$ cat config.mk
export PLATFORM = sky130hd
export DESIGN_NAME = scene_chain_bar_sequencer
export DESIGN_NICKNAME = d
export VERILOG_FILES = /design/src/rtl/core/scb_pkg.sv /design/src/rtl/core/scb_mem.sv /design/src/rtl/core/scb_ctrl.sv /design/src/rtl/core/scene_chain_bar_sequencer.sv
export SDC_FILE = /design/constraint.sdc
export NUM_CORES = 1
export LEC_CHECK = 0
export BUFFER_PORTS_ARGS = -buffer_cell sky130_fd_sc_hd__buf_2
export CORE_MARGIN = 2
export CORE_UTILIZATION = 60
export CTS_CLUSTER_DIAMETER = 30
export DETAILED_ROUTE_END_ITERATION = 10
export PLACE_DENSITY = 0.81
export SETUP_SLACK_MARGIN = 0.02
export SLEW_MARGIN = 10
export SYNTH_ARGS = -nofsm -noshare
export SYNTH_HDL_FRONTEND = slang
export SYNTH_HIERARCHICAL = 1
export SYNTH_SLANG_ARGS = --single-unit
$ cat constraint.sdc
create_clock -name i_clk -period 6 [get_ports i_clk]
set_clock_uncertainty 0.05 [all_clocks]
set_input_delay 0.6 -clock i_clk [delete_from_list [all_inputs] [get_ports i_clk]]
set_output_delay 0.6 -clock i_clk [all_outputs]
set_load 0.05 [all_outputs]
$ cat src/rtl/core/scb_pkg.sv
`timescale 1ns / 1ps
package scb_pkg;

    localparam int SCENES_DEF       = 8;
    localparam int DEFAULT_BARS_DEF = 4;
    localparam int LAYERS_DEF       = 4;

    localparam logic [3:0] FULL_MASK = 4'hF;

    localparam int IN_TDATA_W  = 56;
    localparam int IN_TUSER_W  = 3;
    localparam int OUT_TDATA_W = 24;
    localparam int PADDR_W     = 3;
    localparam int PDATA_W     = 32;

    localparam logic REG_LOOP_SONG = 1'b0;

    typedef enum logic [2:0] {
        MODE_TICK   = 3'd0,
        MODE_ENABLE = 3'd1,
        MODE_WRITE  = 3'd2,
        MODE_COUNT  = 3'd3,
        MODE_APPEND = 3'd4,
        MODE_DELETE = 3'd5
    } t_mode;

    typedef enum logic [2:0] {
        ST_IDLE,
        ST_EXEC,
        ST_TICK1,
        ST_TICK2,
        ST_DEL_CHK,
        ST_DEL_WR,
        ST_DONE
    } t_state;

    typedef struct packed {
        t_mode       mode;
        logic [31:0] bar_count;
        logic        playing;
        logic        enable_value;
        logic [2:0]  scene_index;
        logic [7:0]  scene_length;
        logic [3:0]  scene_mask;
        logic [3:0]  new_count;
    } t_item;

    typedef struct packed {
        logic [7:0] bars;
        logic [3:0] mask;
    } t_entry;

    typedef struct packed {
        logic       appended;
        logic [7:0] bars_in_scene;
        logic       song_on;
        logic [3:0] scene_total;
        logic [2:0] current_scene;
        logic [3:0] audible_mask;
        logic       mask_apply;
    } t_status;

endpackage

$ cat src/rtl/core/scb_mem.sv
`timescale 1ns / 1ps
module scb_mem import scb_pkg::*; #(
    parameter int SCENES       = SCENES_DEF,
    parameter int DEFAULT_BARS = DEFAULT_BARS_DEF
) (
    input  logic                                  i_clk,
    input  logic                                  i_rst_n,
    input  logic                                  i_wr_en,
    input  logic [(SCENES > 1 ? $clog2(SCENES) : 1)-1:0] i_wr_addr,
    input  t_entry                                i_wr_entry,
    input  logic                                  i_rd_en,
    input  logic [(SCENES > 1 ? $clog2(SCENES) : 1)-1:0] i_rd_addr,
    output t_entry                                o_rd_entry
);

    localparam t_entry DEF_ENTRY = '{bars: 8'(DEFAULT_BARS), mask: FULL_MASK};

    t_entry              r_mem [SCENES];
    logic [SCENES-1:0]   r_valid;
    t_entry              r_rd_data;
    logic                r_rd_hit;

    always_ff @(posedge i_clk) begin
        if (i_wr_en) begin
            r_mem[i_wr_addr] <= i_wr_entry;
        end
        if (i_rd_en) begin
            r_rd_data <= r_mem[i_rd_addr];
        end
    end

    always_ff @(posedge i_clk) begin
        if (!i_rst_n) begin
            r_valid  <= '0;
            r_rd_hit <= 1'b0;
        end else begin
            if (i_wr_en) begin
                r_valid[i_wr_addr] <= 1'b1;
            end
            if (i_rd_en) begin
                r_rd_hit <= r_valid[i_rd_addr];
            end
        end
    end

    assign o_rd_entry = r_rd_hit ? r_rd_data : DEF_ENTRY;

endmodule

$ cat src/rtl/core/scb_ctrl.sv
`timescale 1ns / 1ps
module scb_ctrl import scb_pkg::*; #(
    parameter int SCENES       = SCENES_DEF,
    parameter int DEFAULT_BARS = DEFAULT_BARS_DEF,
    parameter int LAYERS       = LAYERS_DEF
) (
    input  logic                                  i_clk,
    input  logic                                  i_rst_n,
    input  logic                                  i_loop_song,
    input  logic                                  i_item_valid,
    input  t_item                                 i_item,
    output logic                                  o_item_ready,
    input  logic                                  i_out_free,
    output logic                                  o_result_valid,
    output t_status                               o_status,
    output logic                                  o_wr_en,
    output logic [(SCENES > 1 ? $clog2(SCENES) : 1)-1:0] o_wr_addr,
    output t_entry                                o_wr_entry,
    output logic                                  o_rd_en,
    output logic [(SCENES > 1 ? $clog2(SCENES) : 1)-1:0] o_rd_addr,
    input  t_entry                                i_rd_entry
);

    localparam int IDX_W = (SCENES > 1) ? $clog2(SCENES) : 1;
    localparam int CNT_W = $clog2(SCENES + 1);
    localparam int CMP_W = (CNT_W > 4) ? CNT_W : 4;
    localparam logic [CMP_W-1:0] SCENES_X = CMP_W'(SCENES);
    localparam logic [CMP_W-1:0] ONE_X    = CMP_W'(1);
    localparam logic [3:0] LAYER_BITS = 4'((1 << LAYERS) - 1) & FULL_MASK;
    localparam t_entry DEF_ENTRY = '{bars: 8'(DEFAULT_BARS), mask: FULL_MASK};

    t_state             r_state, n_state;
    t_item              r_item, n_item;
    logic [CNT_W-1:0]   r_count, n_count;
    logic [IDX_W-1:0]   r_cur, n_cur;
    logic [31:0]        r_anchor, n_anchor;
    logic               r_en, n_en;
    logic               r_pending, n_pending;
    logic [3:0]         r_shown, n_shown;
    logic               r_applied, n_applied;
    logic               r_added, n_added;
    logic [IDX_W-1:0]   r_i, n_i;

    logic [32:0]        w_diff;
    logic               w_behind;
    logic [31:0]        w_bar_next;
    logic               w_short;
    logic               w_run;
    logic [CMP_W-1:0]   w_cur_x, w_cnt_x, w_idx_x, w_cur_inc, w_i_inc, w_cnt_dec, w_clamp;
    logic               w_wrap, w_idx_ok, w_i_more;
    logic [IDX_W-1:0]   w_nxt_idx;
    logic [7:0]         w_bis;

    assign w_diff     = {1'b0, r_item.bar_count} - {1'b0, r_anchor};
    assign w_behind   = w_diff[32];
    assign w_bar_next = r_item.bar_count + 32'd1;
    assign w_short    = w_diff[31:0] < {24'd0, i_rd_entry.bars};
    assign w_run      = r_en & r_item.playing;
    assign w_cur_x    = CMP_W'(r_cur);
    assign w_cnt_x    = CMP_W'(r_count);
    assign w_idx_x    = CMP_W'(r_item.scene_index);
    assign w_cur_inc  = w_cur_x + ONE_X;
    assign w_wrap     = w_cur_inc >= w_cnt_x;
    assign w_nxt_idx  = w_wrap ? '0 : IDX_W'(w_cur_inc);
    assign w_idx_ok   = w_idx_x < w_cnt_x;
    assign w_i_inc    = CMP_W'(r_i) + ONE_X;
    assign w_i_more   = w_i_inc < w_cnt_x;
    assign w_cnt_dec  = w_cnt_x - ONE_X;
    assign w_bis      = (w_run && !w_behind) ? w_diff[7:0] : 8'd0;

    always_comb begin
        if (CMP_W'(r_item.new_count) > SCENES_X) begin
            w_clamp = SCENES_X;
        end else if (r_item.new_count == 4'd0) begin
            w_clamp = ONE_X;
        end else begin
            w_clamp = CMP_W'(r_item.new_count);
        end
    end

    always_comb begin
        n_state = r_state;
        case (r_state)
            ST_IDLE: begin
                if (i_item_valid) begin
                    n_state = ST_EXEC;
                end
            end
            ST_EXEC: begin
                case (r_item.mode)
                    MODE_TICK:   n_state = ST_TICK1;
                    MODE_DELETE: begin
                        n_state = (w_idx_ok && w_cnt_x > ONE_X) ? ST_DEL_CHK : ST_DONE;
                    end
                    default:     n_state = ST_DONE;
                endcase
            end
            ST_TICK1: begin
                if (!w_run) begin
                    n_state = ST_DONE;
                end else if (w_behind) begin
                    n_state = ST_TICK2;
                end else if (w_short || (w_wrap && !i_loop_song)) begin
                    n_state = ST_DONE;
                end else begin
                    n_state = ST_TICK2;
                end
            end
            ST_TICK2:   n_state = ST_DONE;
            ST_DEL_CHK: n_state = w_i_more ? ST_DEL_WR : ST_DONE;
            ST_DEL_WR:  n_state = ST_DEL_CHK;
            ST_DONE: begin
                if (i_out_free) begin
                    n_state = ST_IDLE;
                end
            end
            default:    n_state = ST_IDLE;
        endcase
    end

    always_comb begin
        n_item     = r_item;
        n_count    = r_count;
        n_cur      = r_cur;
        n_anchor   = r_anchor;
        n_en       = r_en;
        n_pending  = r_pending;
        n_shown    = r_shown;
        n_applied  = r_applied;
        n_added    = r_added;
        n_i        = r_i;
        o_wr_en    = 1'b0;
        o_wr_addr  = '0;
        o_wr_entry = DEF_ENTRY;
        o_rd_en    = 1'b0;
        o_rd_addr  = '0;
        case (r_state)
            ST_IDLE: begin
                if (i_item_valid) begin
                    n_item    = i_item;
                    n_applied = 1'b0;
                    n_added   = 1'b0;
                end
            end
            ST_EXEC: begin
                case (r_item.mode)
                    MODE_TICK: begin
                        o_rd_en   = 1'b1;
                        o_rd_addr = r_cur;
                    end
                    MODE_ENABLE: begin
                        if (r_en != r_item.enable_value) begin
                            n_en      = r_item.enable_value;
                            n_pending = 1'b1;
                            if (r_item.enable_value) begin
                                n_cur    = '0;
                                n_anchor = w_bar_next;
                            end
                        end
                    end
                    MODE_WRITE: begin
                        if (w_idx_ok) begin
                            o_wr_en         = 1'b1;
                            o_wr_addr       = IDX_W'(w_idx_x);
                            o_wr_entry.bars = (r_item.scene_length == 8'd0) ?
                                              8'(DEFAULT_BARS) : r_item.scene_length;
                            o_wr_entry.mask = r_item.scene_mask & FULL_MASK;
                            if (r_en && w_idx_x == w_cur_x) begin
                                n_pending = 1'b1;
                            end
                        end
                    end
                    MODE_COUNT: begin
                        n_count = CNT_W'(w_clamp);
                        if (w_cur_x >= w_clamp) begin
                            n_cur    = '0;
                            n_anchor = w_bar_next;
                            if (r_en) begin
                                n_pending = 1'b1;
                            end
                        end
                    end
                    MODE_APPEND: begin
                        if (w_cnt_x < SCENES_X) begin
                            o_wr_en   = 1'b1;
                            o_wr_addr = IDX_W'(w_cnt_x);
                            n_count   = CNT_W'(w_cnt_x + ONE_X);
                            n_added   = 1'b1;
                        end
                    end
                    MODE_DELETE: begin
                        n_i = IDX_W'(w_idx_x);
                    end
                    default: ;
                endcase
            end
            ST_TICK1: begin
                if (r_pending) begin
                    n_pending = 1'b0;
                    n_shown   = r_en ? (i_rd_entry.mask & LAYER_BITS) : LAYER_BITS;
                    n_applied = 1'b1;
                end
                if (w_run) begin
                    if (w_behind) begin
                        n_cur     = '0;
                        n_anchor  = r_item.bar_count;
                        o_rd_en   = 1'b1;
                        o_rd_addr = '0;
                    end else if (!w_short && !(w_wrap && !i_loop_song)) begin
                        n_cur     = w_nxt_idx;
                        n_anchor  = r_anchor + {24'd0, i_rd_entry.bars};
                        o_rd_en   = 1'b1;
                        o_rd_addr = w_nxt_idx;
                    end
                end
            end
            ST_TICK2: begin
                if (!w_short) begin
                    n_anchor = r_item.bar_count;
                end
                n_shown   = i_rd_entry.mask & LAYER_BITS;
                n_applied = 1'b1;
            end
            ST_DEL_CHK: begin
                if (w_i_more) begin
                    o_rd_en   = 1'b1;
                    o_rd_addr = IDX_W'(w_i_inc);
                end else begin
                    n_count = CNT_W'(w_cnt_dec);
                    if (w_cur_x >= w_idx_x) begin
                        if (w_cur_x >= w_cnt_dec) begin
                            n_cur = '0;
                        end else if (w_cur_x > w_idx_x) begin
                            n_cur = r_cur - IDX_W'(1);
                        end
                        n_anchor = w_bar_next;
                        if (r_en) begin
                            n_pending = 1'b1;
                        end
                    end
                end
            end
            ST_DEL_WR: begin
                o_wr_en    = 1'b1;
                o_wr_addr  = r_i;
                o_wr_entry = i_rd_entry;
                n_i        = IDX_W'(w_i_inc);
            end
            default: ;
        endcase
    end

    always_ff @(posedge i_clk) begin
        if (!i_rst_n) begin
            r_state   <= ST_IDLE;
            r_count   <= CNT_W'(1);
            r_cur     <= '0;
            r_anchor  <= '0;
            r_en      <= 1'b0;
            r_pending <= 1'b0;
            r_shown   <= LAYER_BITS;
            r_applied <= 1'b0;
            r_added   <= 1'b0;
        end else begin
            r_state   <= n_state;
            r_count   <= n_count;
            r_cur     <= n_cur;
            r_anchor  <= n_anchor;
            r_en      <= n_en;
            r_pending <= n_pending;
            r_shown   <= n_shown;
            r_applied <= n_applied;
            r_added   <= n_added;
        end
    end

    always_ff @(posedge i_clk) begin
        r_item <= n_item;
        r_i    <= n_i;
    end

    assign o_item_ready   = (r_state == ST_IDLE);
    assign o_result_valid = (r_state == ST_DONE) && i_out_free;

    assign o_status.mask_apply    = r_applied;
    assign o_status.audible_mask  = r_shown;
    assign o_status.current_scene = 3'(r_cur);
    assign o_status.scene_total   = 4'(r_count);
    assign o_status.song_on       = r_en;
    assign o_status.bars_in_scene = w_bis;
    assign o_status.appended      = r_added;

endmodule

$ cat src/rtl/core/scene_chain_bar_sequencer.sv
`timescale 1ns / 1ps
// Scene chain sequencer for a song mode. Each input beat on the s_axis channel carries
// one command: tuser holds the mode (tick, enable, write scene, set count, append,
// delete) and tdata holds its operands. Every command returns exactly one status beat
// on the m_axis channel with the applied layer mask, the active scene, the scene count,
// the song state, the bars elapsed in the scene and the append flag.
// The scene table lives in a synchronous memory with one read port and one write port,
// and the block works on one command at a time. A tick passes through an execute step
// and a first tick step, and through a second tick step when it rewinds or moves to
// another scene; enable, write, set count, append and an ignored delete go from the
// execute step to the done step; a delete adds a check step and a write step for every
// scene that moves down, then a last check step. The next beat is accepted in idle.
// A finished result sits in an output register; the next command is accepted while it
// waits, and the block only holds in its final step when a second result is ready and
// the receiver still stalls the first.
// Reset clears the chain to one scene of default length with all layers audible, turns
// song mode off and sets loop_song. No clearing pass is needed after reset.
// The APB port holds loop_song at address 0; write it only while the block is idle.
module scene_chain_bar_sequencer import scb_pkg::*; #(
    parameter int SCENES       = SCENES_DEF,
    parameter int DEFAULT_BARS = DEFAULT_BARS_DEF,
    parameter int LAYERS       = LAYERS_DEF
) (
    input  logic                   i_clk,
    input  logic                   i_rst_n,
    input  logic                   s_axis_tvalid,
    output logic                   s_axis_tready,
    // bar_count[31:0], playing[32], enable_value[33], scene_index[36:34],
    // scene_length[44:37], scene_mask[48:45], new_count[52:49], zero[55:53]
    input  logic [IN_TDATA_W-1:0]  s_axis_tdata,
    // mode[2:0]
    input  logic [IN_TUSER_W-1:0]  s_axis_tuser,
    output logic                   m_axis_tvalid,
    input  logic                   m_axis_tready,
    // mask_apply[0], audible_mask[4:1], current_scene[7:5], scene_total[11:8],
    // song_on[12], bars_in_scene[20:13], appended[21], zero[23:22]
    output logic [OUT_TDATA_W-1:0] m_axis_tdata,
    input  logic                   psel,
    input  logic                   penable,
    input  logic                   pwrite,
    input  logic [PADDR_W-1:0]     paddr,
    input  logic [PDATA_W-1:0]     pwdata,
    output logic [PDATA_W-1:0]     prdata,
    output logic                   pready
);

    localparam int IDX_W = (SCENES > 1) ? $clog2(SCENES) : 1;

    t_item            w_item;
    t_status          w_status;
    logic             w_result_valid;
    logic             w_out_free;
    logic             w_wr_en, w_rd_en;
    logic [IDX_W-1:0] w_wr_addr, w_rd_addr;
    t_entry           w_wr_entry, w_rd_entry;
    logic             w_cfg_wr;

    logic             r_loop_song;
    logic             r_out_valid;
    t_status          r_out_status;

    assign w_item.mode         = t_mode'(s_axis_tuser[2:0]);
    assign w_item.bar_count    = s_axis_tdata[31:0];
    assign w_item.playing      = s_axis_tdata[32];
    assign w_item.enable_value = s_axis_tdata[33];
    assign w_item.scene_index  = s_axis_tdata[36:34];
    assign w_item.scene_length = s_axis_tdata[44:37];
    assign w_item.scene_mask   = s_axis_tdata[48:45];
    assign w_item.new_count    = s_axis_tdata[52:49];

    assign w_out_free = !r_out_valid || m_axis_tready;

    scb_ctrl #(
        .SCENES       (SCENES),
        .DEFAULT_BARS (DEFAULT_BARS),
        .LAYERS       (LAYERS)
    ) u_ctrl (
        .i_clk          (i_clk),
        .i_rst_n        (i_rst_n),
        .i_loop_song    (r_loop_song),
        .i_item_valid   (s_axis_tvalid),
        .i_item         (w_item),
        .o_item_ready   (s_axis_tready),
        .i_out_free     (w_out_free),
        .o_result_valid (w_result_valid),
        .o_status       (w_status),
        .o_wr_en        (w_wr_en),
        .o_wr_addr      (w_wr_addr),
        .o_wr_entry     (w_wr_entry),
        .o_rd_en        (w_rd_en),
        .o_rd_addr      (w_rd_addr),
        .i_rd_entry     (w_rd_entry)
    );

    scb_mem #(
        .SCENES       (SCENES),
        .DEFAULT_BARS (DEFAULT_BARS)
    ) u_mem (
        .i_clk      (i_clk),
        .i_rst_n    (i_rst_n),
        .i_wr_en    (w_wr_en),
        .i_wr_addr  (w_wr_addr),
        .i_wr_entry (w_wr_entry),
        .i_rd_en    (w_rd_en),
        .i_rd_addr  (w_rd_addr),
        .o_rd_entry (w_rd_entry)
    );

    always_ff @(posedge i_clk) begin
        if (!i_rst_n) begin
            r_out_valid <= 1'b0;
        end else if (w_result_valid) begin
            r_out_valid <= 1'b1;
        end else if (m_axis_tready) begin
            r_out_valid <= 1'b0;
        end
    end

    always_ff @(posedge i_clk) begin
        if (w_result_valid) begin
            r_out_status <= w_status;
        end
    end

    assign m_axis_tvalid = r_out_valid;
    assign m_axis_tdata  = OUT_TDATA_W'(r_out_status);

    assign pready   = 1'b1;
    assign w_cfg_wr = psel && penable && pwrite && pready && (paddr[2] == REG_LOOP_SONG);

    always_ff @(posedge i_clk) begin
        if (!i_rst_n) begin
            r_loop_song <= 1'b1;
        end else if (w_cfg_wr) begin
            r_loop_song <= pwdata[0];
        end
    end

    assign prdata = (paddr[2] == REG_LOOP_SONG) ? {{(PDATA_W-1){1'b0}}, r_loop_song} : '0;

endmodule

# --- After elaboration in Yosys (flattened, before gate mapping) ---
# Memory sizes are Yosys's and may differ from the RTL's. A register that Yosys moved wholly into a read port is not among the register bits.
# Cells that the tools add are included.
classes:
  order_cmp: 14
  muxes: 93
  eq_ne: 34
  n_addsub: 8
  n_reduce_logical: 40
  bitwise_logic: 3
ops:
  columns: ["op", "n"]
  rows:
  - ["$mux 32", 9]
  - ["$pmux 32 s4", 1]
  - ["$mux 3", 24]
  - ["$pmux 32 s2", 1]
  - ["$mux 12", 3]
  - ["$sub 32x32->33", 1]
  - ["$add 32x1->32 const B", 1]
  - ["$add 32x8->32", 1]
  - ["$lt 32x8->1", 1]
  - ["$pmux 3 s2", 5]
  - ["$mux 1", 25]
  - ["$mux 4", 6]
  - ["$pmux 12 s2", 1]
  - ["$pmux 4 s2", 3]
  - ["$ne 3x2->1 const B", 7]
  - ["$pmux 3 s7", 1]
  - ["$reduce_and 10->1", 2]
  - ["$pmux 3 s3", 2]
  - ["$eq 3x3->1 const B", 5]
  - ["$eq 3x2->1 const B", 4]
  - ["$ne 2x1->1 const B", 6]
  - ["$pmux 1 s3", 4]
  - ["$logic_and 1x1->1", 10]
  - ["$reduce_bool 2->1", 5]
  - ["other kinds (41)", 64]
word_totals:
  mem_bits_rw: 96
  n_memories: 1
  in_bits: 101
  elab_cells: 222
  out_inout_bits: 59
  register_bits: 142
mem_list:
  columns: ["memory", "words", "width", "read_ports", "rd_clocked_by_memory_dff", "wr", "line_no", "source"]
  rows:
  - ["u_mem.r_mem", 8, 12, 1, 1, 1, "scb_mem.sv:18", "t_entry r_mem [SCENES];"]

# --- Depth between registers and ports, before layout ---
depth:
  depth_word: 11
  depth_mapped: 24
  ltp_nobuf: 21

# --- By module ---
# Netlist, hierarchy kept.
modules_own_cells:
  columns: ["module", "cells_each", "seq_area_each_um2", "instances", "area_per_inst_um2"]
  rows:
  - ["scb_ctrl", 1190, 2772.7, 1, 9430.3]
  - ["scb_mem", 202, 3423.3, 1, 4509.3]
  - ["scene_chain_bar_sequencer", 68, 700.7, 1, 1041.0]

# --- Worst setup path after synthesis ---
# Ideal clock, no wire load.
synth_timing:
  path_kind: "reg2reg"
  start: "reg u_ctrl/r_item[21] (netlist name)"
  end: "reg, netlist name u_mem/r_rd_data[10]"
  synth_period_minus_slack_ns: 5.326
  arrival_time_ns: 5.016
  required_time_ns: 5.690
  setup_slack_ns: 0.674
  path_stages_with_launch: 24
  path_buffers: 3
  setup_ns: 0.260
  cell_sequence: "edfxtp_1 inv_1 ha_1 fa_1 nand2b_1 a21oi_1 nor2_1 xnor2_1 ha_1 nand3_1 o32a_1 o221ai_1 nor4_1 o2111ai_1 nor4_1 nand4_1 or4_1 buf_2 o21ai_0 o221ai_1 buf_6 buf_8 mux4_1 mux2_2"
synth_via:
  elab_chain_len: 8
  elab_cells_between_ends: 12
  classes_between: "add/sub (1); order compare (1); mux (8); reduce/logical (2)"
synth_rtl:
  columns: ["element", "line_no", "source"]
  rows:
  - ["start: declaration", "scb_ctrl.sv:33", "t_item r_item, n_item;"]
  - ["start signal: assignment", "scb_ctrl.sv:278", "r_item <= n_item;"]
  - ["$sub 32x32->33 (*)", "scb_ctrl.sv:54", "assign w_diff = {1'b0, r_item.bar_count} - {1'b0, r_anchor};"]
  - ["$lt 32x8->1", "scb_ctrl.sv:57", "assign w_short = w_diff[31:0] < {24'd0, i_rd_entry.bars};"]
  - ["$logic_not 1->1", "scb_ctrl.sv:209", "end else if (!w_short && !(w_wrap && !i_loop_song)) begin"]
  - ["$logic_and 1x1->1", "scb_ctrl.sv:209", null]
  - ["$mux 3", "scb_ctrl.sv:209", null]
  - ["$mux 3 (*)", "scb_ctrl.sv:204", "if (w_behind) begin"]
  - ["$mux 3 (*)", "scb_ctrl.sv:203", "if (w_run) begin"]
  - ["$pmux 3 s3 (*)", "scb_ctrl.sv:137", "case (r_state)"]
  - ["named net w_rd_addr[0]", "scene_chain_bar_sequencer.sv:54", "logic [IDX_W-1:0] w_wr_addr, w_rd_addr;"]
# The timed path passes the listed nets; every way through them passes the cells marked *.
# A chain may end at the register's enable or synchronous reset.

# --- Final worst setup path ---
layout_timing:
  start: "reg u_ctrl/r_item[25] (netlist name)"
  end: "reg, netlist name u_mem/r_rd_data[2]"
layout_via:
  elab_chain_len: 8
  elab_cells_between_ends: 12
  classes_between: "add/sub (1); order compare (1); mux (8); reduce/logical (2)"
layout_rtl:
  columns: ["element", "line_no"]
  rows:
  - ["$sub 32x32->33 (*)", "scb_ctrl.sv:54"]
  - ["$lt 32x8->1", "scb_ctrl.sv:57"]
  - ["$logic_not 1->1", "scb_ctrl.sv:209"]
  - ["$logic_and 1x1->1", "scb_ctrl.sv:209"]
  - ["$mux 3", "scb_ctrl.sv:209"]
  - ["$mux 3 (*)", "scb_ctrl.sv:204"]
  - ["$mux 3 (*)", "scb_ctrl.sv:203"]
  - ["$pmux 3 s3 (*)", "scb_ctrl.sv:137"]
  - ["named net w_rd_addr[0]", "scene_chain_bar_sequencer.sv:54"]
# Marks and branches as above.

==> Flow_metrics.wiki <==
{| class="wikitable"
! Metric !! Value
|-
| WS Path Type || reg2reg
|-
| Share of cells above drive strength 1 || 15.0%
|-
| Clock latency at the later pin of the worst-skew pair || 0.56 ns
|-
| Horizontal die dimension || 162 um
|-
| Instance count of the mapped netlist || 1,460
|-
| Worst Tran Pin Value || 1.26 ns
|-
| Final hold vios || 0
|-
| WL per Instance || 23.1 um
|-
| CTS max path bufs || 3
|-
| Slew HR || 16.1%
|-
| Worst endpoint required time || 6.25 ns
|-
| Maximum fanout count along the critical path || 28
|-
| Most frequent standard cell in the layout excluding fill and tap cells || sky130_fd_sc_hd__edfxtp_1
|-
| Async set-reset flop share out of synthesis || 0%
|-
| Total power per unit cell area || 343 mW/mm2
|-
| Crit path arrival time || 5.96 ns
|-
| Initial Utilization || 61.4%
|-
| DIE AREA || 0.0262 mm2
|-
| Critical Path, Cell by Cell || ha_1 > a21o_1 > nand2b_1 > o22ai_1 > xnor2_1 > ha_1 > a21oi_1 > o221a_1 > o21ai_1 > or4_1 > a311oi_1 > nand4_1 > or4_4 > o21ai_1 > buf_4 > o221ai_4 > buf_12 > mux4_1 > mux2_2
|-
| Y dimension of the die || 162 um
|-
| Total congestion overflow after global routing || 0
|-
| Syn avg cell area || 10.3 um2
|-
| Estimated wirelength of the detail-placed design || 29,700 um
|-
| CP peak stage delay || 0.57 ns
|-
| Total Nets Final || 1,734
|-
| YS warnings || 6
|-
| Average vias per placed instance || 6.69
|-
| Post-Route WL || 44,300 um
|-
| First-pass GRT wire length || 68,400 um
|-
| Total of buffers placed on input and output ports || 89
|-
| Sequential element share of the synthesized area || 46.0%
|-
| Number of diodes || 0
|-
| Peak VDD IR || 0.303 mV
|-
| Count of standard-cell rows || 57
|-
| Total buffers and inverters traversed by the critical path || 2
|-
| Pins Over Slew Limit || 0
|-
| Final estimated routing congestion in global placement || 0.960
|-
| Number of enable-type register cells in the synthesized netlist || 189
|-
| Root cell of the clock tree || sky130_fd_sc_hd__clkbuf_16
|-
| Number of register bits inferred by synthesis || 250
|-
| Global route hottest layer || met2
|-
| Cell leakage power || 6.56 nW
|-
| Final-report setup violation count || 0
|-
| Initial antenna violation count || 0
|-
| Clock slew at reported path FFs || 0.06 ns
|-
| Final period util || 95.1%
|-
| Placed inst area || 0.0157 mm2
|-
| Synthesis-to-finish area growth || 15.2%
|-
| Vias after detailed routing || 12,800
|-
| Worst setup EP type || flip-flop
|-
| Setup TNS after final layout || 0 ns
|-
| Total number of H-tree levels || 2
|-
| TritonCTS clock tree || done
|-
| Final Cell Area || 0.0173 mm2
|-
| FMAX || 175 MHz
|-
| Pre-antenna DRT Iters || 6
|-
| GR Util met1 || 43.2%
|-
| Status || finished, final reports clean
|-
| Sum of internal, switching and leakage power || 5.92 mW
|-
| Placeable Area || 0.0244 mm2
|-
| Number of distinct library cells after synthesis || 80
|-
| Met2 track utilization from global routing || 55.3%
|-
| Number of remaining DRC errors || 0
|-
| Count of nets left with antenna violations after detail routing || 0
|-
| Cts hold-fix bufs || 0
|-
| Number of global-route vias before repair || 12,400
|-
| Crit path time final || 5.70 ns
|-
| Maximum number of pins on one net before global-route repair || 62
|-
| Kind of cell adding the most delay to the critical path || compound AO/OA/AOI/OAI gates
|-
| Routing usage on met3 || 6.64%
|-
| Netlist Area Pre-Place || 0.0150 mm2
|-
| GRT Total Usage || 33.5%
|-
| Max-Cap Viols || 0
|-
| Critical Path Slowest Stage Cell || sky130_fd_sc_hd__or4_4
|-
| CP Launch Type || flip-flop
|-
| Hold Path Class || in2reg
|-
| CTS Buf Count || 44
|-
| Dominant register cell in the synthesized netlist || sky130_fd_sc_hd__edfxtp_1
|-
| Detailed Route Iter0 Violations || 1,565
|-
| I/O pins || 160
|-
| Top library cells by usage in the layout, fill and taps aside || 189 x sky130_fd_sc_hd__edfxtp_1, 135 x sky130_fd_sc_hd__nand2_1, 106 x sky130_fd_sc_hd__nor2_1
|-
| Unrepaired setup endpoints after global routing || false
|-
| Sinks on Clock Net || 250
|}
==> path summary, 6_finish.rpt <==
kind                startpoint            endpoint  cells after the start  slack (ns)
max          u_ctrl/r_item[25]  u_mem/r_rd_data[2]                     19        0.30
min           s_axis_tdata[41]   u_ctrl/r_item[12]                      1        0.17
max reg2reg  u_ctrl/r_item[25]  u_mem/r_rd_data[2]                     19        0.30
min reg2reg   u_ctrl/r_applied     m_axis_tdata[0]                      0        0.39
==> timing repair <==
item / in CTS / in global routing
buffers inserted: 0 / 2
setup endpoints to repair: 0 / 25
gates resized for setup: 0 / 4
==> synthesized netlist by cell type (19+ instances only) <==
cell type | instances | area, um2
sky130_fd_sc_hd__nand2b_1 | 31 | 194
sky130_fd_sc_hd__nor3_1 | 37 | 185
sky130_fd_sc_hd__nand4_1 | 20 | 125
sky130_fd_sc_hd__mux2i_1 | 29 | 290
sky130_fd_sc_hd__buf_4 | 38 | 285
sky130_fd_sc_hd__a31oi_1 | 19 | 119
sky130_fd_sc_hd__ha_1 | 72 | 901
sky130_fd_sc_hd__a211oi_1 | 24 | 180
sky130_fd_sc_hd__inv_1 | 78 | 293
sky130_fd_sc_hd__nand2_1 | 135 | 507
sky130_fd_sc_hd__xnor2_1 | 36 | 315
sky130_fd_sc_hd__edfxtp_1 | 189 | 5680
sky130_fd_sc_hd__a21oi_1 | 87 | 435
sky130_fd_sc_hd__o21ai_0 | 62 | 310
sky130_fd_sc_hd__nor2_1 | 106 | 398
sky130_fd_sc_hd__nand3_1 | 50 | 250
sky130_fd_sc_hd__dfxtp_1 | 61 | 1220
sky130_fd_sc_hd__o211ai_1 | 25 | 188
sky130_fd_sc_hd__mux4_1 | 22 | 578
sky130_fd_sc_hd__clkbuf_1 | 39 | 146
==> logic make-up (layout without fill, tap and decap cells) <==
group / count (synthesis) / in the layout / share of synthesized area (%)
and+or+nand+nor: 478 / 478 / 15.7
AOI/OAI and AO/OA: 362 / 362 / 16.1
DFF: 250 / 250 / 46.0
buffers and inverters: 178 / 281 / 5.80
adders and majority gates: 74 / 74 / 6.28
muxes: 66 / 66 / 7.15
xor gates and xnor gates: 50 / 50 / 2.92
other: 2 / 34 / 0.0501
==> state kept, by name (all words and copies together) (netlist names) <==
name	flops
u_ctrl/r_i	3
u_ctrl/r_applied	1
u_ctrl/r_pending	1
u_mem/r_valid	8
u_ctrl/r_en	1
u_ctrl/r_state	3
m_axis_tvalid	1
u_ctrl/r_shown	4
u_ctrl/r_added	1
u_mem/r_mem	96
u_ctrl/r_cur	3
u_mem/r_rd_data	12
u_ctrl/r_item	56
m_axis_tdata	22
u_ctrl/r_count	4
u_ctrl/r_anchor	32
u_mem/r_rd_hit	1
r_loop_song	1
==> through the flow <==
step | cells | hold WS (ns) | utilization (%) | setup WS (ns)
after floorplan | 1492 | 0.356 | - | 0.674
after global placement | 1835 | 0.361 | 64.2 | 0.194
after detailed placement | 1835 | 0.367 | 64.2 | 0.0855
after CTS | 1917 | 0.143 | 70.6 | 0.0210
after global routing | 1919 | 0.144 | 70.8 | 0.0176
final | 1919 | 0.166 | 70.8 | 0.296
==> where the power goes <==
group / leakage, nW / internal (mW) / switching (mW) / total, mW
sequential: 2.34 / 1.95 / 0.114 / 2.06
clock: 0.774 / 1.63 / 0.961 / 2.59
combinational: 3.45 / 0.438 / 0.830 / 1.27
==> area by class of cell <==
class	count	area (um2)
Clock buffer	46	1130
Clock inverter	36	450
Fill cell	1694	7130
Inverter	78	293
Multi-Input combinational cell	1064	7390
Sequential cell	250	6900
Tap cell	324	405
Timing Repair Buffer	121	698
==> layer usage <==
layer / vias up / part of all wire [%]
met3: 185 / 11
met4: 0 / 4.5
li1: 5636 / -
met1: 6083 / 37
met5: - / 0
met2: 934 / 48
Power figures use the tool's default switching activity.
